--- config.mk ---
export PLATFORM = sky130hd
export DESIGN_NAME = htwd_out
export DESIGN_NICKNAME = d
export VERILOG_FILES = /design/src/htwd_pkg.sv /design/src/htwd_out.sv
export SDC_FILE = /design/constraint.sdc
export NUM_CORES = 1
export LEC_CHECK = 0
export ABC_AREA = 1
export ABC_CLOCK_PERIOD_IN_PS = 1300
export BUFFER_PORTS_ARGS = -buffer_cell sky130_fd_sc_hd__buf_2
export CAP_MARGIN = 20
export CORE_UTILIZATION = 38
export DETAILED_ROUTE_END_ITERATION = 8
export MAX_ROUTING_LAYER = met4
export SLEW_MARGIN = 25
export SYNTH_ARGS = -nofsm -noshare
export SYNTH_HDL_FRONTEND = slang
export SYNTH_SLANG_ARGS = --single-unit
export TNS_END_PERCENT = 20
--- constraint.sdc ---
create_clock -name clk -period 1.3 [get_ports clk]
set_input_delay 0.065 -clock clk [delete_from_list [all_inputs] [get_ports clk]]
set_output_delay 0.065 -clock clk [all_outputs]
set_load 0.01 [all_outputs]
--- src/htwd_pkg.sv ---
`default_nettype none
// ----------------------------------------------------------------------------
// htwd_pkg
// Shared types, constants and helpers of the Huffman tree walk decoder.
// ----------------------------------------------------------------------------
package htwd_pkg;

    localparam int NODE_COUNT    = 512;
    localparam int SYMBOL_BITS   = 8;
    localparam int NODE_BITS     = $clog2(NODE_COUNT);
    localparam int IDX_BITS      = 9;
    localparam int IN_SYM_W      = 8;
    localparam int OUT_SYM_W     = 8;
    localparam int BYTE_W        = 8;
    localparam int BYTE_TOP_BIT  = 7;
    localparam int BITS_PER_BYTE = 8;
    localparam int BIT_CNT_W     = $clog2(BITS_PER_BYTE + 1);
    localparam int COUNT_W       = 32;
    localparam int CFG_IDX_W     = 1;
    localparam int CFG_DATA_W    = 32;
    localparam int KIND_W        = 2;
    localparam int IN_DATA_W     = 48;
    localparam int NODE_W        = 2 * NODE_BITS + 1 + SYMBOL_BITS;

    localparam logic [CFG_IDX_W-1:0] CFG_ROOT_NODE    = 1'd0;
    localparam logic [CFG_IDX_W-1:0] CFG_SYMBOL_TOTAL = 1'd1;

    typedef enum logic [KIND_W-1:0] {
        KIND_WRITE = 2'd0,
        KIND_BEGIN = 2'd1,
        KIND_BYTE  = 2'd2
    } kind_t;

    typedef enum logic [1:0] {
        ST_IDLE,
        ST_ROOT_LD,
        ST_WALK
    } walk_state_t;

    typedef struct packed {
        logic [NODE_BITS-1:0]   left;
        logic [NODE_BITS-1:0]   right;
        logic                   leaf;
        logic [SYMBOL_BITS-1:0] sym;
    } node_t;

    typedef struct packed {
        logic                 valid;
        logic [OUT_SYM_W-1:0] symbol;
        logic                 done;
        logic                 closes;
    } push_t;

    typedef struct packed {
        logic walking;
        logic count_zero;
    } walk_stat_t;

    function automatic logic [NODE_BITS-1:0] node_addr(input logic [IDX_BITS-1:0] v);
        return NODE_BITS'(32'(v) % NODE_COUNT);
    endfunction

    function automatic logic [SYMBOL_BITS-1:0] sym_store(input logic [IN_SYM_W-1:0] s);
        return SYMBOL_BITS'(32'(s));
    endfunction

    function automatic logic [OUT_SYM_W-1:0] sym_out(input logic [SYMBOL_BITS-1:0] s);
        return OUT_SYM_W'(32'(s));
    endfunction

endpackage
`default_nettype wire

--- src/htwd_out.sv ---
`default_nettype none
// ----------------------------------------------------------------------------
// htwd_out
// Result stage: holds one symbol back to know its last flag, then drives the
// master-side beat register.
// ----------------------------------------------------------------------------
module htwd_out (
    input  logic                             clk,
    input  logic                             rst_n,
    input  htwd_pkg::push_t                  push,
    output logic                             push_ok,
    input  logic                             mark_last,
    output logic                             m_tvalid,
    input  logic                             m_tready,
    output logic [htwd_pkg::OUT_SYM_W-1:0]   m_tdata,
    output logic                             m_tlast,
    output logic [0:0]                       m_tuser
);
    import htwd_pkg::*;

    logic                 pend_valid_reg, pend_valid_next;
    logic [OUT_SYM_W-1:0] pend_sym_reg,   pend_sym_next;
    logic                 pend_done_reg,  pend_done_next;
    logic                 pend_last_reg,  pend_last_next;
    logic                 out_valid_reg,  out_valid_next;
    logic [OUT_SYM_W-1:0] out_sym_reg,    out_sym_next;
    logic                 out_last_reg,   out_last_next;
    logic                 out_done_reg,   out_done_next;

    logic out_free;
    logic move;

    always_comb
    begin
        out_free = !out_valid_reg || m_tready;
        move     = pend_valid_reg && out_free && (pend_last_reg || push.valid);
        push_ok  = !pend_valid_reg || out_free;

        out_valid_next  = out_valid_reg && !m_tready;
        out_sym_next    = out_sym_reg;
        out_last_next   = out_last_reg;
        out_done_next   = out_done_reg;
        pend_valid_next = pend_valid_reg;
        pend_sym_next   = pend_sym_reg;
        pend_done_next  = pend_done_reg;
        pend_last_next  = pend_last_reg;

        if (move)
        begin
            out_valid_next = 1'b1;
            out_sym_next   = pend_sym_reg;
            out_last_next  = pend_last_reg;
            out_done_next  = pend_done_reg;
        end

        if (push.valid)
        begin
            pend_valid_next = 1'b1;
            pend_sym_next   = push.symbol;
            pend_done_next  = push.done;
            pend_last_next  = push.closes;
        end
        else if (move)
        begin
            pend_valid_next = 1'b0;
        end
        else if (mark_last && pend_valid_reg)
        begin
            pend_last_next = 1'b1;
        end
    end

    always_ff @(posedge clk or negedge rst_n)
    begin
        if (!rst_n)
        begin
            pend_valid_reg <= 1'b0;
            out_valid_reg  <= 1'b0;
        end
        else
        begin
            pend_valid_reg <= pend_valid_next;
            out_valid_reg  <= out_valid_next;
        end
    end

    always_ff @(posedge clk)
    begin
        pend_sym_reg  <= pend_sym_next;
        pend_done_reg <= pend_done_next;
        pend_last_reg <= pend_last_next;
        out_sym_reg   <= out_sym_next;
        out_last_reg  <= out_last_next;
        out_done_reg  <= out_done_next;
    end

    assign m_tvalid   = out_valid_reg;
    assign m_tdata    = out_sym_reg;
    assign m_tlast    = out_last_reg;
    assign m_tuser[0] = out_done_reg;

endmodule
`default_nettype wire

==> flow_metrics.py <==
metrics = {
    "floorplan": {
        "fp-row-count": 15,
        "coreArea_sq_um": 1764,
        "start_util_pct": 41.35,
        "die-width_um": 45.82,
        "ioPinCount": 27,
        "chipHeight_um": 45.82,
        "fp.dieArea_sq_um": 2099,
    },
    "clock_network": {
        "clock_latency_ns": 0.29,
        "cts-htree-levels": 1,
        "cts_made_buffers": 3,
        "cts_tree": "yes",
        "clkTransAtPathRegs_ns": 0.10,
        "root_buffer": "clkbuf_4",
        "clk_path_buf_depth": 2,
        "clock-sinks": 22,
    },
    "critical_path": {
        "worstPathRequired_ns": 1.30,
        "reg2reg_slack_ns": 0.13,
        "cp_max_fo": 10,
        "worst_setup_path_end_kind": "register",
        "reg2reg_depth": 4,
        "cp.arrival_ns": 1.18,
        "slowest_delay_ns": 0.43,
        "slowest_stage": "edfxtp_1",
        "crit_path_start_kind": "register",
        "r2r_end": "m_tuser$_DFFE_PP_",
        "critical_path.cell_chain": "inv_1 -> nand2_1 -> nand3_2 -> clkinvlp_4",
        "r2r_start": "pend_last_reg$_SDFFCE_PN1P_",
        "critPathKind": "register to register",
    },
    "detailed_routing": {
        "drt_iter0_drc": 12,
        "drtPass1Iterations": 3,
        "wl_per_cell_um": 9.717,
        "wl_um": 1030,
        "vias": 447,
        "drc": 0,
        "ant_nets": 0,
        "viasPerCell": 4.217,
    },
    "place": {
        "io_buffers": 26,
        "dp_slack_ns": 0.06349,
        "place_area_sq_um": 898.4,
        "place.gp.congestion": 0.7094,
        "dpl.hpwl_um": 746.8,
        "dp.cells": 91,
    },
    "layout": {
        "final_util_pct": 58.87,
        "finalNonFillerCells": 106,
        "drive_above_1_share_pct": 41.98,
        "layout.nets": 97,
        "area_growth_pct": 42.37,
        "n_antenna_cell": 0,
        "postLayoutCellArea_sq_um": 1039,
    },
    "min_path": {
        "hold_end": "pend_valid_reg$_DFFE_PN0P_",
        "hp-start": "push[10]",
        "min_path_type": "primary input to register",
        "hold_depth": 3,
    },
    "logic_synthesis": {
        "syn_avg_cell_area_sq_um": 18.70,
        "ys_warn_count": 0,
        "ys_types": 10,
        "synth_area_sq_um": 729.5,
        "yosysTopAreaCellShare_pct": 82.33,
        "ys_seq_area_share_pct": 89.19,
        "synth_area_leaders": "edfxtp_1 (82%), dfrtp_1 (6.9%), nand2_1 (3.6%)",
        "synth-seq-cells": 22,
        "synth_nets": 54,
        "postSynthCellCount": 39,
        "post-synth-top-area-cell": "edfxtp_1",
    },
    "power": {
        "p_seq_share_pct": 64.8,
        "p_comb_share_pct": 13.7,
        "power_switching_share_pct": 22.12,
        "p_leak_nw": 0.4374,
        "p_switching_w": 0.0003038,
        "ir_drop_uv": 863.5,
        "p_per_area_nw_per_um2": 1323,
        "clockPowerShare_pct": 21.5,
        "cellInternalPower_w": 0.001070,
    },
    "sta": {
        "final-hold-violation-count": 0,
        "period_needed_ns": 1.173,
        "setup_viol": 0,
        "slew_headroom_pct": 85.92,
        "fin_worst_skew_ns": 0.003108,
        "rsz0062_at_grt": "false",
        "worst_pin_slew_ns": 0.2107,
        "fmax_ghz": 0.8527,
        "tns_ns": 0,
        "finalWorstSetupSlack_ns": 0.1273,
        "finalCritPeriodShare_pct": 90.21,
        "maxSlewViolCount": 0,
    },
    "status": {
        "status": "finished, final reports clean",
    },
    "global_routing": {
        "grt_start_max_net_pins": 13,
        "grt_usage_pct": 11.99,
        "grt.overflow.total": 0,
        "antenna_found_initial": 0,
        "grt_pass1_vias": 400,
        "grt_pass1_wl_um": 1573,
    },
    "run": {
        "maxCapViolCount": 0,
    },
}
==> worst max path at each step <==
stage	start	to	slack, ns	depth (start not counted)
detailed placement	m_tvalid$_DFF_PN0_	m_tdata[6]$_DFFE_PP_	0.06	3
CTS	m_tvalid$_DFF_PN0_	m_tdata[3]$_DFFE_PP_	0.05	3
floorplan	m_tvalid$_DFF_PN0_	m_tdata[0]$_DFFE_PP_	0.14	3
global placement	m_tvalid$_DFF_PN0_	m_tdata[2]$_DFFE_PP_	0.12	3
global route	pend_last_reg$_SDFFCE_PN1P_	m_tdata[4]$_DFFE_PP_	0.08	4
finish	pend_last_reg$_SDFFCE_PN1P_	m_tuser$_DFFE_PP_	0.13	4
==> metrics by stage <==
stage	power [W]	hold slack, ns
2_1_floorplan	0.0009800	-0.2306
3_3_place_gp	0.001063	-0.1482
3_5_place_dp	0.001068	-0.1484
4_1_cts	0.001387	0.008672
5_1_grt	0.001444	0.01756
6_report	0.001374	0.03020
==> power groups by stage <==
| stage | Combinational [W] | Clock, W | Sequential [W] |
|---|---|---|---|
| final | 0.000188 | 0.000295 | 0.000890 |
| after global routing | 0.000209 | 0.000336 | 0.000899 |
| after CTS | 0.000183 | 0.000312 | 0.000892 |
| after detailed placement | 0.000160 | 0 | 0.000908 |
| after global placement | 0.000156 | 0 | 0.000906 |
| after floorplan | 0.0000494 | 0 | 0.000931 |
==> synthesized netlist by cell type <==
library cell  count
nand2_1           7
nand4_1           1
edfxtp_1         20
nand2_2           1
nand3_2           1
nand3_1           1
dfrtp_1           2
inv_2             1
inv_1             4
or2_1             1
==> critical path: cells and delay by family, from the launching register on <==
family | cells | cell delay, ns
buf+inv | 2 | 0.29
flops | 1 | 0.43
simple gates | 2 | 0.16
==> layout by cell type, fill, tap and decap left out <==
master / netlist / routed
edfxtp_1: 20 / 20
clkinvlp_4: 0 / 1
nand2_1: 7 / 7
clkbuf_1: 0 / 1
buf_4: 0 / 1
dlygate4sd3_1: 0 / 11
buf_2: 0 / 26
nand3_1: 1 / 1
inv_2: 1 / 1
nand3_2: 1 / 1
dfrtp_1: 2 / 2
nand2_2: 1 / 1
nand4_1: 1 / 1
or2_1: 1 / 1
inv_1: 4 / 3
clkbuf_4: 0 / 3
==> routing by layer <==
| metal | routed length, um | GRT usage (%) |
|---|---|---|
| met3 | 83 | 4.365 |
| met1 | 449 | 12.14 |
| met2 | 491 | 19.71 |
| met5 | 0 | - |
| met4 | 6 | 7.059 |
==> area by class of cell <==
| cell class | count | area (sq um) |
|---|---|---|
| fill | 161 | 725.7 |
| multi-input combinational | 12 | 60.06 |
| sequential | 22 | 650.6 |
| clock buffer | 4 | 26.28 |
| tap | 25 | 31.28 |
| inverter | 5 | 22.52 |
| timing repair buffer | 38 | 247.7 |
==> kinds of logic after synthesis <==
family,count (synthesis),share of synthesized area (%)
flip-flops,22,89.19
AND/OR/NAND/NOR,12,8.235
buffers and inverters,5,2.572
==> timing repair <==
item / CTS / global route
gates resized for setup: 0 / 1
buffers inserted: 0 / 0
endpoints found under the hold margin: 11 / 1
endpoints found under the setup margin: 0 / 10
hold buffers: 10 / 1
(Power assumes the default switching activity.)
