## src/htwd_ram.sv

```systemverilog
`default_nettype none
// ----------------------------------------------------------------------------
// htwd_ram
// Generic single write port, single read port RAM with registered read.
// ----------------------------------------------------------------------------
module htwd_ram #(
    parameter int WIDTH = 8,
    parameter int DEPTH = 16
) (
    input  logic                     clk,
    input  logic                     we,
    input  logic [$clog2(DEPTH)-1:0] waddr,
    input  logic [WIDTH-1:0]         wdata,
    input  logic                     re,
    input  logic [$clog2(DEPTH)-1:0] raddr,
    output logic [WIDTH-1:0]         rdata
);

    logic [WIDTH-1:0] mem_reg [DEPTH];
    logic [WIDTH-1:0] rdata_reg;

    always_ff @(posedge clk)
    begin
        if (we)
        begin
            mem_reg[waddr] <= wdata;
        end
    end

    always_ff @(posedge clk)
    begin
        if (re)
        begin
            rdata_reg <= mem_reg[raddr];
        end
    end

    assign rdata = rdata_reg;

endmodule
`default_nettype wire

```

## config.mk

```make
export PLATFORM = sky130hd
export DESIGN_NAME = htwd_ram
export DESIGN_NICKNAME = d
export VERILOG_FILES = /design/src/htwd_ram.sv
export SDC_FILE = /design/constraint.sdc
export NUM_CORES = 1
export LEC_CHECK = 0
export BUFFER_PORTS_ARGS = -buffer_cell sky130_fd_sc_hd__buf_2
export CAP_MARGIN = 20
export CORE_MARGIN = 4
export CORE_UTILIZATION = 30
export DETAILED_ROUTE_END_ITERATION = 10
export PLACE_DENSITY = 0.57
export SLEW_MARGIN = 10
export SYNTH_ARGS = -nofsm -noshare
export SYNTH_HDL_FRONTEND = slang
export SYNTH_SLANG_ARGS = --single-unit
```

## constraint.sdc

```tcl
create_clock -name clk -period 1.8 [get_ports clk]
set_input_delay 0.27 -clock clk [delete_from_list [all_inputs] [get_ports clk]]
set_output_delay 0.27 -clock clk [all_outputs]
set_load 0.05 [all_outputs]
```

==> results.cfg, run 1 <==
[sta]
worst_slack_ps = 231.1
tightest_slew_ps = 792.0
fin_crit_ps = 1569
setup_violations = 0
skew_ps = 5.303
max_freq_ghz = 0.6374
rsz0062_at_grt = no
max_slew_margin_pct = 47.00
report.final.hold_viol_count = 0
period_share_pct = 87.16
report.final.slew_viol_count = 0

[pwr]
power.total_mw = 7.693
ir_drop_mv = 0.7700
clkPwrFrac_pct = 48.0
powerDensity_mw_per_mm2 = 1182
switchingPower_mw = 1.522
power.leakage_nw = 2.218
swShare_pct = 19.79
seqPwrFrac_pct = 46.6
intPower_mw = 6.170
p_comb_share_pct = 5.3

[global_route]
use_met3_pct = 3.346
grtUsageMet2_pct = 17.14
antenna_found_initial = 0
grtUsageMet1_pct = 16.08
grt_pass1_wl_um = 16610
track_usage_pct = 11.59
busiest_layer = met2
grt_pass1_vias = 2652
grt_max_degree = 18
grt-ovfl-total = 0

[yosys]
netlist_instances = 229
netlist_area_mm2 = 0.005228
ys_seq_area_share_pct = 78.12
async_reset_ff_share_pct = 0
yosys_warnings = 0
synth-edff-count = 136
ys_types = 18
ys.flop_type = edfxtp_1
syn_nets = 248
synth-seq-cells = 136
syn_avg_cell_area_um2 = 22.83

[cts]
cts_root_buf = clkbuf_16
htreeDepth = 4
cts_tree = built
cts_buffers = 17
cts.clk_slew.worst_paths_ps = 60
clock_latency_ps = 420
clockBufferDepth = 2
postCtsHoldBufs = 0
cts.sinks = 136
cts_setup_buffers = 0
cts_resized = 0

[setup_path]
startpoint_type = flip-flop
reg2reg_from = mem_reg[0][3]
r2r-end = rdata[3]
ff2ff_setup_slack_ps = 230
ff2ff_path_depth = 3
crit_required_ps = 1960
worst-path-max-fanout = 1
crit_path_end_kind = flip-flop
critPathArrivalTime_ps = 1730
worst-setup-path-type = flip-flop to flip-flop

[min_path]
hold_path_class = primary input to flip-flop
worstHoldEndpoint = rdata[5]
hold_depth = 1
min_from = re

[route]
initialDrtViolationCount = 187
drc_errors = 0
wl_um = 10710
firstDrtPassIters = 4
ant_nets = 0
wl_per_cell_um = 19.90
vias = 2491
viasPerCell = 4.630

[final_layout]
final_cell_mix = edfxtp_1 (136), buf_4 (32), buf_2 (26), mux4_2 (18), clkbuf_16 (17)
final_common_cell = edfxtp_1
nets = 319
largest_reg_flops = 128
drive_above_1_share_pct = 35.46
syn_to_final_growth_pct = 24.49
diodes = 0

[die]
pin_count = 27
die_width_um = 140.0
die_area_mm2 = 0.01960
die_h_um = 140.0
initial_core_util_pct = 30.43
placementRows = 48
core_area_mm2 = 0.01718

[placement]
portBuffers = 26
dpl.hpwl_um = 7181
pre_cts_ws_ps = -63.39
gp_congestion = 0.7023

[outcome]
outcome = finished clean

[job]
drv_cap = 0
-- layout make-up --
class                   instances  area, um2
flip-flops and latches        136       4084
fillers                      1577      10670
repair buffers                 62      450.4
clock inverters                14      205.2
clock buffers                  18      429.2
well taps                     225      281.5
multi-input cells              83       1057
-- power by group through the flow --
stage	Combinational, mW	Sequential [mW]	Clock, mW
final	0.411	3.59	3.69
after global routing	0.440	3.59	3.91
after CTS	0.416	3.59	3.77
after detailed placement	0.415	3.65	0
after global placement	0.406	3.65	0
after floorplan	0.180	3.70	0
-- per-layer routing --
layer	up-vias	routed length (um)
met5	-	0
met4	0	172
met3	17	569
met2	73	4982
met1	1280	4982
li1	1121	-
-- cell families (layout without fill, tap and decap cells) --
kind of cell           count (synthesis)  after routing  synth area share, %
AO/OA/AOI/OAI                         16             16                2.298
buffers and inverters                 10             94                1.651
flip-flops                           136            136                78.12
multiplexers                          32             32                14.79
AND/OR/NAND/NOR                       35             35                3.136
-- worst max-delay path by stage --
stage,from,to,slack (ps),depth (start not counted)
after floorplan,waddr[2],mem_reg[0][0],40,2
after global placement,raddr[0],rdata[3],-60,5
after detailed placement,raddr[0],rdata[3],-60,5
after CTS,mem_reg[0][3],rdata[3],260,3
after global routing,mem_reg[2][7],rdata[7],190,4
final,mem_reg[0][3],rdata[3],230,3
-- critical path, cell delays in order (launching register included) --
cell	delay, ps
edfxtp_1	360
mux4_1	520
a22oi_1	340
nand2_1	90
-- cell usage after synthesis (2+ instances only) --
master | count | area share [%]
a22oi_1 | 16 | 2.3
buf_2 | 3 | 0.29
buf_6 | 3 | 0.65
clkdlybuf4s25_2 | 3 | 0.57
edfxtp_1 | 136 | 78
mux4_1 | 14 | 7.0
mux4_2 | 18 | 7.8
nand2_1 | 9 | 0.65
nand2b_1 | 2 | 0.24
nand3b_1 | 2 | 0.29
nor2_1 | 13 | 0.93
nor3_1 | 4 | 0.38
-- through the flow --
step                cells  TNS [ps]  area (um2)  utilization [%]  hold WS, ps
floorplan             229         0        5228                -        368.9
global placement      506    -150.0        5873            34.19        654.3
global route          538         0        6507            37.89        222.7
detailed placement    506    -132.4        5873            34.19        657.5
finish                538         0        6507            37.89        233.8
CTS                   538         0        6507            37.89        218.1
Note: power is estimated with default switching activity, not from simulation.
==> run 2: changes to the inputs <==
==> constraint.sdc (replaced) <==
create_clock -name clk -period 1.3 [get_ports clk]
set_input_delay 0.195 -clock clk [delete_from_list [all_inputs] [get_ports clk]]
set_output_delay 0.195 -clock clk [all_outputs]
set_load 0.05 [all_outputs]
==> results.cfg, run 2 (same netlist as run 1, synthesis figures left out) <==
[die]
die_area_mm2 = 0.01960
die_width_um = 140.0
die_h_um = 140.0
initial_core_util_pct = 30.43
core_area_mm2 = 0.01718
placementRows = 48
pin_count = 27

[pwr]
power.leakage_nw = 2.115
power.total_mw = 10.21
ir_drop_mv = 1.112
powerDensity_mw_per_mm2 = 1580

[setup_path]
reg2reg_from = mem_reg[6][0]
startpoint_type = flip-flop
r2r-end = rdata[0]
worst-path-max-fanout = 1
crit_required_ps = 1450
crit_path_end_kind = flip-flop
critPathArrivalTime_ps = 1570
ff2ff_setup_slack_ps = -120
worst-setup-path-type = flip-flop to flip-flop
ff2ff_path_depth = 3

[job]
drv_cap = 0

[cts]
cts_buffers = 17
cts_root_buf = clkbuf_16
clock_latency_ps = 410
cts.sinks = 136
cts_setup_buffers = 0
clockBufferDepth = 2
htreeDepth = 4
cts.clk_slew.worst_paths_ps = 60
cts_tree = built

[min_path]
hold_path_class = primary input to flip-flop
min_from = wdata[1]
hold_depth = 1
worstHoldEndpoint = mem_reg[15][1]

[global_route]
grt_pass1_wl_um = 15850
grt-ovfl-total = 0
grt_max_degree = 17
grt_pass1_vias = 2562
track_usage_pct = 11.11
antenna_found_initial = 0

[sta]
rsz0062_at_grt = yes
fin_setup_tns_ps = -735.4
period_share_pct = 109.6
report.final.hold_viol_count = 0
tightest_slew_ps = 838.4
worst_slack_ps = -124.4
max_slew_margin_pct = 43.99
holdWs_ps = 169.2
setup_violations = 8
skew_ps = 17.49
report.final.slew_viol_count = 0
fin_crit_ps = 1424
max_freq_ghz = 0.7020

[route]
wl_um = 10420
viasPerCell = 4.618
firstDrtPassIters = 4
ant_nets = 0
vias = 2443
wl_per_cell_um = 19.70
initialDrtViolationCount = 269
drc_errors = 0

[final_layout]
largest_reg_flops = 128
final_cell_mix = edfxtp_1 (136), mux4_2 (32), buf_2 (24), buf_4 (19), clkbuf_16 (17)
nets = 310
diodes = 0
drive_above_1_share_pct = 41.45
final_common_cell = edfxtp_1
syn_to_final_growth_pct = 23.62

[placement]
gp_congestion = 0.7492
dpl.hpwl_um = 7000
portBuffers = 26

[outcome]
outcome = finished with violations
failed_checks = setup timing
run 2: repair_timing:
| action | in CTS | in global routing |
|---|---|---|
| endpoints found under the setup margin | 8 | 10 |
| cloned | 0 | 0 |
| endpoints found under the hold margin | 0 | 0 |
| pin swaps | 3 | 3 |
| hold buffers | 0 | 0 |
| gates resized for setup | 7 | 4 |
run 2: worst max path at each step:
stage                        startpoint       end  slack (ps)  cells after the start
final                     mem_reg[6][0]  rdata[0]        -120                      3
after global routing      mem_reg[3][2]  rdata[2]        -160                      3
after CTS                 mem_reg[6][7]  rdata[7]        -120                      3
after detailed placement       raddr[0]  rdata[4]        -510                      5
after global placement         raddr[0]  rdata[1]        -520                      5
after floorplan                raddr[0]  rdata[1]        -100                      5
run 2: cell type report:
| class | instances | area [um2] |
|---|---|---|
| multi-input combinational | 83 | 1076 |
| clock inverter | 11 | 130.1 |
| clock buffer | 21 | 440.4 |
| timing repair buffer | 53 | 450.4 |
| tap | 225 | 281.5 |
| fill | 1591 | 10710 |
| sequential | 136 | 4084 |
run 2: where the power goes:
group | internal [mW] | leakage, nW | switching [mW]
Clock | 2.98 | 0.279 | 1.66
Combinational | 0.239 | 0.599 | 0.357
Sequential | 4.94 | 1.24 | 0.0280
run 2: per-layer routing:
metal  share of wire, %  GRT usage (%)
met4               0.82          3.825
met5                  0              0
met3                5.0          3.209
met1                 48          16.11
met2                 47          16.08
run 2: stage by stage:
step,std cells,worst slack [ps],util [%],instance area (um2)
CTS,529,-117.4,37.57,6452
global route,529,-160.4,37.62,6462
finish,529,-124.4,37.62,6462
detailed placement,497,-508.8,34.09,5856
global placement,497,-522.6,34.09,5856
floorplan,229,-95.40,-,5249
run 2: critical path: stages (launching register included):
cell and delay, ps:
edfxtp_1 370, mux4_2 510, a22oi_2 180, nand2_1 110
==> run 3: changes to the inputs <==
--- a/config.mk
+++ b/config.mk
@@ -10,7 +10,8 @@
 export CORE_MARGIN = 4
 export CORE_UTILIZATION = 30
 export DETAILED_ROUTE_END_ITERATION = 10
-export PLACE_DENSITY = 0.57
+export PLACE_DENSITY = 0.56
+export REMOVE_ABC_BUFFERS = 1
 export SLEW_MARGIN = 10
 export SYNTH_ARGS = -nofsm -noshare
 export SYNTH_HDL_FRONTEND = slang
==> constraint.sdc (replaced) <==
create_clock -name clk -period 1.4 [get_ports clk]
set_input_delay 0.21 -clock clk [delete_from_list [all_inputs] [get_ports clk]]
set_output_delay 0.21 -clock clk [all_outputs]
set_load 0.05 [all_outputs]
==> results.cfg, run 3 (same netlist as run 1, synthesis figures left out) <==
[die]
pin_count = 27
initial_core_util_pct = 30.43
die_area_mm2 = 0.01960
die_h_um = 140.0
core_area_mm2 = 0.01718
placementRows = 48
die_width_um = 140.0

[cts]
cts_setup_buffers = 0
cts.clk_slew.worst_paths_ps = 60
postCtsHoldBufs = 0
cts_root_buf = clkbuf_16
htreeDepth = 4
clock_latency_ps = 400
clockBufferDepth = 2
cts_buffers = 17
cts_tree = built
cts.sinks = 136

[sta]
skew_ps = 5.975
max_slew_margin_pct = 38.56
setup_violations = 2
report.final.hold_viol_count = 0
worst_slack_ps = -22.74
rsz0062_at_grt = yes
fin_crit_ps = 1423
fin_setup_tns_ps = -24.82
tightest_slew_ps = 918.2
period_share_pct = 101.6
max_freq_ghz = 0.7029
report.final.slew_viol_count = 0

[setup_path]
worstSetupPathDepth = 3
worst-setup-path-type = flip-flop to flip-flop
path_cells = mux4_2 > a22oi_2 > nand2_1
worst_path_largest_cell_delay_ps = 480
cpLargestDelayFamily = multiplexers
ff2ff_path_depth = 3
worst-path-max-fanout = 1
critical-path-slowest-cell = mux4_2
crit_path_end_kind = flip-flop
startpoint_type = flip-flop
critPathArrivalTime_ps = 1570
crit_required_ps = 1550
timing.critical_path.buf_inv = 0

[global_route]
grt_pass1_wl_um = 16300
antenna_found_initial = 1
grt_pass1_vias = 2620
track_usage_pct = 11.40
grt-ovfl-total = 0
grt_max_degree = 18

[job]
drv_cap = 0

[route]
wl_um = 10510
drc_errors = 0
viasPerCell = 4.593
wl_per_cell_um = 19.91
ant_nets = 0
initialDrtViolationCount = 208
firstDrtPassIters = 4
vias = 2425

[final_layout]
diodes = 0
final_cell_area_mm2 = 0.006320
instances_no_fill = 528
nFillCells = 1614
nets = 309
final_cell_mix = edfxtp_1 (136), mux4_2 (28), buf_2 (26), buf_4 (24), clkbuf_16 (17)
drive_above_1_share_pct = 39.27
final_common_cell = edfxtp_1
largest_reg_flops = 128
syn_to_final_growth_pct = 20.90

[pwr]
powerDensity_mw_per_mm2 = 1443
power.total_mw = 9.119
ir_drop_mv = 0.7037
power.leakage_nw = 2.071

[placement]
gp_congestion = 0.7536
placedCellCount = 496
dpl.hpwl_um = 6790
portBuffers = 26
post_dp_cell_area_mm2 = 0.005773

[min_path]
hold_path_class = primary input to flip-flop
hold_depth = 1

[outcome]
failed_checks = setup timing
outcome = finished with violations
[run 3: cell types whose count changed in the layout (fill, tap and decap cells not counted), moves of 3 or more]
cell,before,now
nor3_1,0,4
clkinvlp_4,1,4
nor2_2,3,0
buf_4,19,24
mux4_1,0,4
buf_12,9,2
mux4_2,32,28
clkbuf_1,4,1
nor2_1,10,13
nor3_2,3,0
[run 3: metrics by stage]
| stage | worst slack (ps) | hold WS [ps] | utilization, % |
|---|---|---|---|
| global route | -84.62 | 176.1 | 36.79 |
| CTS | -8.969 | 183.9 | 36.85 |
| floorplan | -302.9 | 308.9 | - |
| global placement | -428.3 | 602.5 | 33.61 |
| finish | -22.74 | 191.1 | 36.79 |
| detailed placement | -416.7 | 613.4 | 33.61 |
[run 3: timing repair]
| item | CTS | global route |
|---|---|---|
| pin swaps | 5 | 6 |
| gates resized for setup | 14 | 5 |
| endpoints found under the setup margin | 8 | 8 |
[run 3: final timing paths]
path / start / end / slack [ps]
setup / recovery: mem_reg[10][6] / rdata[6] / -20
hold / removal: wdata[0] / mem_reg[1][0] / 190
hold reg to reg: mem_reg[7][7] / rdata[7] / 750
setup reg to reg: mem_reg[10][6] / rdata[6] / -20
[run 3: worst reg2reg max path, delay by kind of cell, from the launching register on]
kind	cells	cell delay [ps]
simple gates	1	80
compound gates	1	250
mux	1	480
flops	1	360
[run 3: cell type report]
cell class | count | area, um2 | share of cell area [%]
clock buffers | 18 | 429.2 | 6.791
repair buffers | 52 | 350.3 | 5.543
well taps | 225 | 281.5 | 4.455
multi-input cells | 83 | 1065 | 16.85
clock inverters | 14 | 110.1 | 1.742
flip-flops and latches | 136 | 4084 | 64.62
[run 3: where the power goes]
group	internal, mW	total (mW)	switching (mW)
registers	4.59	4.62	0.0255
clock network	2.41	3.98	1.57
logic	0.203	0.523	0.320
total	7.20	9.12	1.92
[run 3: layer usage]
layer / up-vias / GRT usage [%] / wire length (um)
met1: 1268 / 15.92 / 4932
li1: 1094 / - / -
met3: 12 / 3.482 / 411
met4: 2 / 3.366 / 134
met5: - / 0 / 13
met2: 49 / 17.32 / 5021
