===== src/htwd_pkg.sv =====
`default_nettype none
// ----------------------------------------------------------------------------
// htwd_pkg
// Shared types, constants and helpers of the Huffman tree walk decoder.
// ----------------------------------------------------------------------------
package htwd_pkg;

    localparam int NODE_COUNT    = 512;
    localparam int SYMBOL_BITS   = 8;
    localparam int NODE_BITS     = $clog2(NODE_COUNT);
    localparam int IDX_BITS      = 9;
    localparam int IN_SYM_W      = 8;
    localparam int OUT_SYM_W     = 8;
    localparam int BYTE_W        = 8;
    localparam int BYTE_TOP_BIT  = 7;
    localparam int BITS_PER_BYTE = 8;
    localparam int BIT_CNT_W     = $clog2(BITS_PER_BYTE + 1);
    localparam int COUNT_W       = 32;
    localparam int CFG_IDX_W     = 1;
    localparam int CFG_DATA_W    = 32;
    localparam int KIND_W        = 2;
    localparam int IN_DATA_W     = 48;
    localparam int NODE_W        = 2 * NODE_BITS + 1 + SYMBOL_BITS;

    localparam logic [CFG_IDX_W-1:0] CFG_ROOT_NODE    = 1'd0;
    localparam logic [CFG_IDX_W-1:0] CFG_SYMBOL_TOTAL = 1'd1;

    typedef enum logic [KIND_W-1:0] {
        KIND_WRITE = 2'd0,
        KIND_BEGIN = 2'd1,
        KIND_BYTE  = 2'd2
    } kind_t;

    typedef enum logic [1:0] {
        ST_IDLE,
        ST_ROOT_LD,
        ST_WALK
    } walk_state_t;

    typedef struct packed {
        logic [NODE_BITS-1:0]   left;
        logic [NODE_BITS-1:0]   right;
        logic                   leaf;
        logic [SYMBOL_BITS-1:0] sym;
    } node_t;

    typedef struct packed {
        logic                 valid;
        logic [OUT_SYM_W-1:0] symbol;
        logic                 done;
        logic                 closes;
    } push_t;

    typedef struct packed {
        logic walking;
        logic count_zero;
    } walk_stat_t;

    function automatic logic [NODE_BITS-1:0] node_addr(input logic [IDX_BITS-1:0] v);
        return NODE_BITS'(32'(v) % NODE_COUNT);
    endfunction

    function automatic logic [SYMBOL_BITS-1:0] sym_store(input logic [IN_SYM_W-1:0] s);
        return SYMBOL_BITS'(32'(s));
    endfunction

    function automatic logic [OUT_SYM_W-1:0] sym_out(input logic [SYMBOL_BITS-1:0] s);
        return OUT_SYM_W'(32'(s));
    endfunction

endpackage
`default_nettype wire


===== src/htwd_walk.sv =====
`default_nettype none
// ----------------------------------------------------------------------------
// htwd_walk
// Input sequencer and tree walker: loads nodes, starts streams and steps the
// cursor through node memory one code bit per cycle while output is not stalled.
// ----------------------------------------------------------------------------
module htwd_walk (
    input  logic                                clk,
    input  logic                                rst_n,
    input  logic                                cfg_we,
    input  logic [htwd_pkg::CFG_IDX_W-1:0]      cfg_index,
    input  logic [htwd_pkg::CFG_DATA_W-1:0]     cfg_data,
    input  logic                                in_valid,
    output logic                                in_ready,
    input  htwd_pkg::kind_t                     kind,
    input  logic [htwd_pkg::IDX_BITS-1:0]       node_index,
    input  logic [htwd_pkg::IDX_BITS-1:0]       left_child,
    input  logic [htwd_pkg::IDX_BITS-1:0]       right_child,
    input  logic                                is_leaf,
    input  logic [htwd_pkg::IN_SYM_W-1:0]       leaf_symbol,
    input  logic [htwd_pkg::BYTE_W-1:0]         code_byte,
    output logic                                mem_we,
    output logic [htwd_pkg::NODE_BITS-1:0]      mem_waddr,
    output htwd_pkg::node_t                     mem_wdata,
    output logic                                mem_re,
    output logic [htwd_pkg::NODE_BITS-1:0]      mem_raddr,
    input  htwd_pkg::node_t                     mem_rdata,
    output htwd_pkg::push_t                     push,
    input  logic                                push_ok,
    output logic                                mark_last,
    output htwd_pkg::walk_stat_t                stat
);
    import htwd_pkg::*;

    walk_state_t            state_reg,        state_next;
    logic [IDX_BITS-1:0]    root_reg,         root_next;
    logic [COUNT_W-1:0]     total_reg,        total_next;
    logic [COUNT_W-1:0]     symbols_left_reg, symbols_left_next;
    logic [NODE_BITS-1:0]   cursor_reg,       cursor_next;
    logic                   root_ok_reg,      root_ok_next;
    logic                   rd_pend_reg,      rd_pend_next;
    logic                   begin_reg,        begin_next;
    logic [BIT_CNT_W-1:0]   bit_cnt_reg,      bit_cnt_next;
    logic [BYTE_W-1:0]      byte_reg,         byte_next;
    node_t                  cur_rec_reg,      cur_rec_next;
    node_t                  root_rec_reg,     root_rec_next;

    logic [NODE_BITS-1:0]   root_addr;
    node_t                  cur_eff;
    node_t                  wr_node;
    logic                   leaf_hit;
    logic                   done_hit;
    logic                   stall;
    logic                   more;
    logic [NODE_BITS-1:0]   step_addr;

    always_comb
    begin
        root_addr = node_addr(root_reg);
        if (rd_pend_reg)
        begin
            cur_eff = mem_rdata.leaf ? root_rec_reg : mem_rdata;
        end
        else
        begin
            cur_eff = cur_rec_reg;
        end
        wr_node.left  = node_addr(left_child);
        wr_node.right = node_addr(right_child);
        wr_node.leaf  = is_leaf;
        wr_node.sym   = sym_store(leaf_symbol);
        leaf_hit  = (state_reg == ST_WALK) && rd_pend_reg && mem_rdata.leaf;
        done_hit  = leaf_hit && (symbols_left_reg == COUNT_W'(1));
        stall     = leaf_hit && !push_ok;
        more      = bit_cnt_reg < BIT_CNT_W'(BITS_PER_BYTE);
        step_addr = byte_reg[BYTE_TOP_BIT] ? cur_eff.right : cur_eff.left;
    end

    always_comb
    begin
        state_next        = state_reg;
        root_next         = root_reg;
        total_next        = total_reg;
        symbols_left_next = symbols_left_reg;
        cursor_next       = cursor_reg;
        root_ok_next      = root_ok_reg;
        rd_pend_next      = rd_pend_reg;
        begin_next        = begin_reg;
        bit_cnt_next      = bit_cnt_reg;
        byte_next         = byte_reg;
        cur_rec_next      = cur_rec_reg;
        root_rec_next     = root_rec_reg;
        in_ready          = 1'b0;
        mem_we            = 1'b0;
        mem_waddr         = node_addr(node_index);
        mem_wdata         = wr_node;
        mem_re            = 1'b0;
        mem_raddr         = step_addr;
        push              = '0;
        mark_last         = 1'b0;

        case (state_reg)
            ST_IDLE:
            begin
                in_ready = 1'b1;
                if (in_valid)
                begin
                    case (kind)
                        KIND_WRITE:
                        begin
                            mem_we = 1'b1;
                            if (mem_waddr == root_addr)
                            begin
                                root_rec_next = wr_node;
                            end
                            if (mem_waddr == cursor_reg)
                            begin
                                cur_rec_next = wr_node;
                            end
                        end
                        KIND_BEGIN:
                        begin
                            symbols_left_next = total_reg;
                            cursor_next       = root_addr;
                            mem_re            = 1'b1;
                            mem_raddr         = root_addr;
                            begin_next        = 1'b1;
                            state_next        = ST_ROOT_LD;
                        end
                        KIND_BYTE:
                        begin
                            if (symbols_left_reg != '0)
                            begin
                                if (root_ok_reg)
                                begin
                                    mem_re       = 1'b1;
                                    mem_raddr    = code_byte[BYTE_TOP_BIT] ?
                                                   cur_rec_reg.right : cur_rec_reg.left;
                                    cursor_next  = mem_raddr;
                                    byte_next    = {code_byte[BYTE_TOP_BIT-1:0], 1'b0};
                                    bit_cnt_next = BIT_CNT_W'(1);
                                    rd_pend_next = 1'b1;
                                    state_next   = ST_WALK;
                                end
                                else
                                begin
                                    mem_re       = 1'b1;
                                    mem_raddr    = root_addr;
                                    byte_next    = code_byte;
                                    bit_cnt_next = '0;
                                    rd_pend_next = 1'b0;
                                    begin_next   = 1'b0;
                                    state_next   = ST_ROOT_LD;
                                end
                            end
                        end
                        default:
                        begin
                        end
                    endcase
                end
            end
            ST_ROOT_LD:
            begin
                root_rec_next = mem_rdata;
                root_ok_next  = 1'b1;
                if (begin_reg)
                begin
                    cur_rec_next = mem_rdata;
                    state_next   = ST_IDLE;
                end
                else
                begin
                    state_next = ST_WALK;
                end
            end
            ST_WALK:
            begin
                if (!stall)
                begin
                    if (leaf_hit)
                    begin
                        push.valid        = 1'b1;
                        push.symbol       = sym_out(mem_rdata.sym);
                        push.done         = done_hit;
                        push.closes       = done_hit || !more;
                        symbols_left_next = symbols_left_reg - COUNT_W'(1);
                    end
                    if (more && !done_hit)
                    begin
                        mem_re       = 1'b1;
                        mem_raddr    = step_addr;
                        cursor_next  = step_addr;
                        byte_next    = {byte_reg[BYTE_TOP_BIT-1:0], 1'b0};
                        bit_cnt_next = bit_cnt_reg + BIT_CNT_W'(1);
                        rd_pend_next = 1'b1;
                    end
                    else
                    begin
                        cur_rec_next = cur_eff;
                        cursor_next  = leaf_hit ? root_addr : cursor_reg;
                        rd_pend_next = 1'b0;
                        mark_last    = !leaf_hit;
                        state_next   = ST_IDLE;
                    end
                end
            end
            default:
            begin
                state_next = ST_IDLE;
            end
        endcase

        if (cfg_we)
        begin
            case (cfg_index)
                CFG_ROOT_NODE:
                begin
                    root_next    = cfg_data[IDX_BITS-1:0];
                    root_ok_next = 1'b0;
                end
                CFG_SYMBOL_TOTAL:
                begin
                    total_next = cfg_data[COUNT_W-1:0];
                end
                default:
                begin
                end
            endcase
        end
    end

    always_ff @(posedge clk or negedge rst_n)
    begin
        if (!rst_n)
        begin
            state_reg        <= ST_IDLE;
            root_reg         <= '0;
            total_reg        <= '0;
            symbols_left_reg <= '0;
            cursor_reg       <= '0;
            root_ok_reg      <= 1'b0;
            rd_pend_reg      <= 1'b0;
            begin_reg        <= 1'b0;
            bit_cnt_reg      <= '0;
        end
        else
        begin
            state_reg        <= state_next;
            root_reg         <= root_next;
            total_reg        <= total_next;
            symbols_left_reg <= symbols_left_next;
            cursor_reg       <= cursor_next;
            root_ok_reg      <= root_ok_next;
            rd_pend_reg      <= rd_pend_next;
            begin_reg        <= begin_next;
            bit_cnt_reg      <= bit_cnt_next;
        end
    end

    always_ff @(posedge clk)
    begin
        byte_reg     <= byte_next;
        cur_rec_reg  <= cur_rec_next;
        root_rec_reg <= root_rec_next;
    end

    assign stat.walking    = (state_reg == ST_WALK);
    assign stat.count_zero = (symbols_left_reg == '0);

endmodule
`default_nettype wire


===== config.mk =====
export PLATFORM = sky130hd
export DESIGN_NAME = htwd_walk
export DESIGN_NICKNAME = d
export VERILOG_FILES = /design/src/htwd_pkg.sv /design/src/htwd_walk.sv
export SDC_FILE = /design/constraint.sdc
export NUM_CORES = 1
export LEC_CHECK = 0
export BUFFER_PORTS_ARGS = -buffer_cell sky130_fd_sc_hd__buf_2
export CAP_MARGIN = 0
export CORE_MARGIN = 2
export CORE_UTILIZATION = 60
export CTS_BUF_LIST = sky130_fd_sc_hd__clkbuf_16
export CTS_CLUSTER_DIAMETER = 200
export DETAILED_ROUTE_END_ITERATION = 16
export PLACE_DENSITY = 0.89
export SLEW_MARGIN = 20
export SYNTH_ARGS = -nofsm -noshare
export SYNTH_HDL_FRONTEND = slang
export SYNTH_SLANG_ARGS = --single-unit

===== constraint.sdc =====
create_clock -name clk -period 5.92 [get_ports clk]
set_clock_uncertainty 0.2 [all_clocks]
set_input_delay 1.184 -clock clk [delete_from_list [all_inputs] [get_ports clk]]
set_output_delay 1.184 -clock clk [all_outputs]
set_load 0.05 [all_outputs]

==> results of run 1 <==
metal layers:
layer	vias to the layer above	wire length (um)	GRT usage, %	share of wire (%)
met5	-	0	0	0
met4	0	478	9.20	2.3
met3	49	1730	5.59	8.4
met2	363	9620	44.0	46
met1	3353	8880	41.3	43
li1	3229	-	-	-
layout make-up:
type                            instances  share of cell area [%]
Timing Repair Buffer                  162                    8.87
Inverter                               13                   0.533
Sequential cell                       135                    38.3
Clock buffer                           18                    4.79
Clock inverter                         13                    1.11
Tap cell                              176                    2.34
Multi-Input combinational cell        596                    44.1
worst paths after layout:
| kind | from | endpoint | slack, ps |
|---|---|---|---|
| setup / recovery | kind[0] | mem_raddr[1] | 1250 |
| hold / removal | total_reg[30]$_DFFE_PN0P_ | total_reg[30]$_DFFE_PN0P_ | 310 |
| setup reg to reg | symbols_left_reg[21]$_DFFE_PN0P_ | cur_rec_reg[26]$_DFFE_PP_ | 2370 |
| hold reg to reg | total_reg[30]$_DFFE_PN0P_ | total_reg[30]$_DFFE_PN0P_ | 310 |
| max in group asynchronous | rst_n | cursor_reg[1]$_DFFE_PN0P_ | 3940 |
| min in group asynchronous | rst_n | total_reg[24]$_DFFE_PN0P_ | 520 |
cells by family after synthesis:
kind of cell / count (synthesis) / share of synthesized area (%)
and+or+nand+nor: 234 / 14.4
AOI/OAI and AO/OA: 205 / 15.5
DFF: 135 / 43.6
muxes: 128 / 16.6
buffers and inverters: 99 / 6.33
xor gates and xnor gates: 18 / 1.91
adders and majority gates: 11 / 1.67
per-stage QoR:
| step | power, mW | worst slack (ps) |
|---|---|---|
| final | 4.60 | 1250 |
| after CTS | 4.56 | 1270 |
| after floorplan | 3.07 | 1290 |
| after global placement | 3.47 | 1310 |
| after detailed placement | 3.55 | 1310 |
| after global routing | 4.86 | 1110 |
synth_stat cells (2+ instances only):
cell type,n,area (um2)
buf_4,36,270
o211ai_1,3,22.5
buf_1,11,41.3
or4_1,6,45.0
nor3_1,14,70.1
xor2_1,8,70.1
nand3_1,24,120
inv_1,11,41.3
edfxtp_1,44,1320
a2bb2oi_1,9,78.8
clkbuf_1,33,124
nor4_2,2,25.0
mux2_1,10,113
buf_2,5,25.0
a31oi_4,2,42.5
nor2_1,56,210
a21oi_1,74,370
o21ai_0,52,260
and3_1,7,43.8
o221ai_1,9,78.8
o31ai_1,2,15.0
mux2_2,59,664
o2bb2ai_1,2,17.5
o22a_1,10,87.6
and2_1,20,125
a22oi_1,2,15.0
or3_1,5,31.3
ha_1,11,138
nand4_1,6,37.5
nor3b_1,3,22.5
nand2_1,67,251
o22ai_1,30,188
nor4_1,12,75.1
mux2i_1,59,591
xnor2_1,10,87.6
dfrtp_1,91,2280
power groups by stage:
stage / sequential, mW / clock, mW / combinational, mW
final: 1.69 / 1.00 / 1.91
after global routing: 1.73 / 1.05 / 2.08
after CTS: 1.67 / 1.01 / 1.88
after detailed placement: 1.69 / 0 / 1.86
after global placement: 1.66 / 0 / 1.80
after floorplan: 1.57 / 0 / 1.50
worst max-delay path, delay by kind of cell:
kind | cells | cell delay [ps]
simple gates | 1 | 120
fa+ha+maj | 1 | 390
buf+inv | 4 | 640
compound gates | 2 | 950
==> impl_metrics.csv, run 1 <==
group,metric,value,unit
synth,netlist_area,8250,um2
timing,timing.fmax,0.214,GHz
die,die_area,14700,um2
finish,final_cell_mix,"buf_2, dfrtp_1, a21oi_1",
die,num_rows,42,
clocking,cts_made_buffers,17,
timing,setup_viol,0,
clocking,cts_setup_buffers,0,
route,drt_wl_total,20700,um
placement,placed_area,8840,um2
worst_setup_path,cp.arrival,3290,ps
placement,place_hpwl,14400,um
global_route,antenna_found_initial,0,
finish,stdcell_count,1113,
pwr,p_switching,1.94,mW
worst_setup_path,path_max_fanout,10,
route,drt_iter0_drc,953,
timing,slew_headroom,29.5,%
clocking,clockBufferDepth,2,
finish,final_cell_area,9400,um2
finish,seq_area,3600,um2
finish,diodes,0,
clocking,cts_resized,0,
route,routed_via_density,6.28,
timing,hold_viol,0,
finish,layout_commonest_cell,"buf_2",
placement,gp_congestion,0.979,
min_path,hold_path_class,"reg2reg",
synth,yosys_most_used_dff,"dfrtp_1",
timing,worstMarginPinSlew,1050,ps
global_route,grt_pass1_wl,32800,um
synth,synth_fp_nets,952,
clocking,cts_root_buffer,"clkbuf_16",
timing,grt_setup_unrepaired,"false",
pwr,p_comb_share,41.5,%
worst_setup_path,cpMaxStageDelayCell,"o41ai_2",
finish,final_util,70.4,%
die,ios,173,
route,first_pass_iters,5,
clocking,cts_hold_buf,0,
die,floorplan.initialDensity,61.8,%
pwr,max-vdd-ir-drop,0.253,mV
global_route,first_global_vias,6459,
pwr,leakage,3.91,nW
worst_setup_path,max_stage_delay,830,ps
pwr,pwr-share-clk,21.8,%
min_path,hold-path-cell-count,1,
worst_setup_path,critPathRequiredTime,4540,ps
synth,avgSynthCellArea,9.94,um2
run,drv_cap,0,
pwr,seq_power_share,36.7,%
finish,area_delta_synth_final,13.9,%
global_route,grt_max_degree,66,
clocking,path_clk_slew,60,ps
run_status,status,"completed",
timing,slew_viol_final,0,
route,wl_per_cell,18.6,um
placement,dp.cells,1082,
pwr,intPower,2.66,mW
route,drc,0,
finish,drive_above_1_share,28.8,%
worst_setup_path,worstSetupPathType,"in2out",
synth,ys_seq_elements,135,
synth,synthCells,830,
clocking,cts.sinks,135,
timing,holdWs,306,ps
synth,synth_edf_count,44,
clocking,htreeDepth,4,
global_route,grtUsageTotal,28.7,%
placement,portBuffers,154,
pwr,powerDensity,490,nW/um2
finish,nFillCells,996,
finish,nets,1047,
worst_setup_path,end_kind,"primary output",
worst_setup_path,crit_chain,"buf_2, inv_1, ha_1, inv_1, o41ai_2, nand2_1, o221ai_1, buf_2",
worst_setup_path,rr_worst_depth,6,
die,core,13300,um2
route,num_vias,6994,
timing,finalCriticalPeriod,4670,ps
worst_setup_path,worstSetupStartpointType,"input pin",
synth,synth_cell_type_count,61,
clocking,cts_tree,"built",
timing,tns,0,ps
timing,fin_crit_sh,78.9,%
route,ant_nets,0,
synth,synth_warnings,0,
synth,seq_area_frac_synth,43.6,%
synth,async_flop_share,67.4,%
die,die_h,121,um
finish,multi_input_area,4140,um2
pwr,sw_frac_of_total,42.2,%
clocking,clk_latency,420,ps
global_route,overflow,0,
die,die_x,121,um
No activity file was read; power rests on OpenSTA's default activity.
==> inputs of run 2 (changes only) <==
--- a/config.mk
+++ b/config.mk
@@ -8,11 +8,11 @@
 export BUFFER_PORTS_ARGS = -buffer_cell sky130_fd_sc_hd__buf_2
 export CAP_MARGIN = 0
 export CORE_MARGIN = 2
-export CORE_UTILIZATION = 60
+export CORE_UTILIZATION = 50
 export CTS_BUF_LIST = sky130_fd_sc_hd__clkbuf_16
 export CTS_CLUSTER_DIAMETER = 200
 export DETAILED_ROUTE_END_ITERATION = 16
-export PLACE_DENSITY = 0.89
+export PLACE_DENSITY = 0.8
 export SLEW_MARGIN = 20
 export SYNTH_ARGS = -nofsm -noshare
 export SYNTH_HDL_FRONTEND = slang
==> constraint.sdc (replaced) <==
create_clock -name clk -period 4 [get_ports clk]
set_clock_uncertainty 0.2 [all_clocks]
set_input_delay 0.8 -clock clk [delete_from_list [all_inputs] [get_ports clk]]
set_output_delay 0.8 -clock clk [all_outputs]
set_load 0.05 [all_outputs]
==> impl_metrics.csv, run 2 (synthesis gave the netlist of run 1 again) <==
group,metric,value,unit
die,num_rows,46,
die,ios,173,
timing,fin_crit_sh,96.8,%
finish,stdcell_count,1168,
placement,gp_congestion,0.935,
worst_setup_path,cp.arrival,2870,ps
global_route,overflow,0,
finish,final_cell_mix,"buf_2, dfrtp_1, a21oi_1",
worst_setup_path,critPathRequiredTime,3000,ps
route,num_vias,6945,
finish,drive_above_1_share,30.1,%
route,wl_per_cell,18.0,um
timing,setup_viol,0,
worst_setup_path,worstSetupStartpointType,"flop",
worst_setup_path,cpMaxStageDelayCell,"or4_4",
pwr,leakage,3.99,nW
run,drv_cap,0,
worst_setup_path,path_max_fanout,9,
timing,finalCriticalPeriod,3870,ps
timing,slew_headroom,38.0,%
route,routed_via_density,5.95,
global_route,grt_pass1_wl,33200,um
route,drc,0,
min_path,hold_path_class,"in2async",
die,die_h,132,um
pwr,max-vdd-ir-drop,0.382,mV
global_route,first_global_vias,6496,
placement,place_hpwl,15000,um
global_route,grtUsageTotal,23.9,%
clocking,cts_root_buffer,"clkbuf_16",
placement,portBuffers,154,
global_route,grt_use_met3,3.87,%
pwr,powerDensity,716,nW/um2
die,die_area,17500,um2
timing,tns,0,ps
die,floorplan.initialDensity,51.5,%
clocking,cts_setup_buffers,0,
finish,area_delta_synth_final,16.3,%
timing,hold_viol,0,
route,first_pass_iters,6,
die,core,16000,um2
route,drt_iter0_drc,593,
clocking,cts_tree,"built",
timing,slew_viol_final,0,
global_route,grt_use_met2,37.0,%
global_route,antenna_found_initial,1,
timing,grt_setup_unrepaired,"false",
timing,worstMarginPinSlew,928,ps
clocking,clockBufferDepth,2,
placement,dp.cells,1135,
worst_setup_path,crit_family,"simple AND/OR/NAND/NOR gates",
finish,layout_commonest_cell,"buf_2",
global_route,grt_max_degree,68,
clocking,cts.sinks,135,
clocking,path_clk_slew,60,ps
route,ant_nets,0,
route,drt_wl_total,21100,um
worst_setup_path,crit_chain,"or4_4, nor4_4, nand4_4, clkinv_2, or3_1, o221ai_1, buf_4",
finish,nets,1060,
worst_setup_path,end_kind,"primary output",
worst_setup_path,worstSetupPathType,"reg2out",
global_route,use_met1,33.5,%
run_status,status,"completed",
timing,timing.fmax,0.258,GHz
global_route,grt_busiest_layer,"met2",
worst_setup_path,crit_buf_inv,2,
clocking,clk_latency,430,ps
clocking,htreeDepth,4,
clocking,cts_made_buffers,17,
die,die_x,132,um
worst_setup_path,max_stage_delay,610,ps
## run 2: changes by cell type in the layout (fill, tap and decap cells not counted), sizes merged
cell | previous run | this run
clkinvlp | 1 | 0
diode | 0 | 1
clkinv | 8 | 10
buf | 162 | 174
bufinv | 1 | 2
## run 2: layer usage
metal  vias to the layer above  wire length, um
li1                       3266                -
met1                      3356             9280
met2                       285             9950
met3                        38             1400
met4                         0              431
met5                         -                0
## run 2: path summary, 6_finish.rpt
kind | from | endpoint | slack [ps] | cells past startpoint
min reg2reg | cursor_reg[5]$_DFFE_PN0P_ | cursor_reg[5]$_DFFE_PN0P_ | 310 | 1
min in group clk | cursor_reg[5]$_DFFE_PN0P_ | cursor_reg[5]$_DFFE_PN0P_ | 310 | 1
max in group asynchronous | rst_n | total_reg[2]$_DFFE_PN0P_ | 2590 | 2
min | rst_n | total_reg[9]$_DFFE_PN0P_ | 280 | 1
max | symbols_left_reg[24]$_DFFE_PN0P_ | mem_raddr[1] | 130 | 7
max reg2reg | symbols_left_reg[24]$_DFFE_PN0P_ | cur_rec_reg[18]$_DFFE_PP_ | 1050 | 8
## run 2: power by group
| part | leakage, nW | internal, mW | total, mW | switching (mW) |
|---|---|---|---|---|
| Combinational | 2.21 | 1.10 | 2.87 | 1.78 |
| Sequential | 1.49 | 2.00 | 2.49 | 0.485 |
| Clock | 0.287 | 0.907 | 1.50 | 0.596 |
| Total | 3.99 | 4.01 | 6.86 | 2.86 |
## run 2: layout make-up
type,instances,area (um2)
antenna,1,2.50
multi-input combinational,596,4170
sequential,135,3600
clock inverter,15,138
timing repair buffer,175,938
fill,1364,6410
tap,216,270
inverter,13,50.0
clock buffer,17,425
## run 2: timing repair
item / CTS / global route
hold buffers: 0 / 0
gates cloned: 0 / 0
resized for setup: 4 / 3
setup endpoints to repair: 2 / 4
## run 2: through the flow
stage	area (um2)	power, mW	utilization, %	hold slack [ps]	setup slack [ps]
after floorplan	8250	4.55	-	279	52.5
after global placement	8990	5.19	56.2	289	341
after detailed placement	8990	5.30	56.2	298	280
after CTS	9580	6.84	59.9	304	12.3
after global routing	9590	7.27	60.0	318	19.4
final	9590	6.86	60.0	284	128
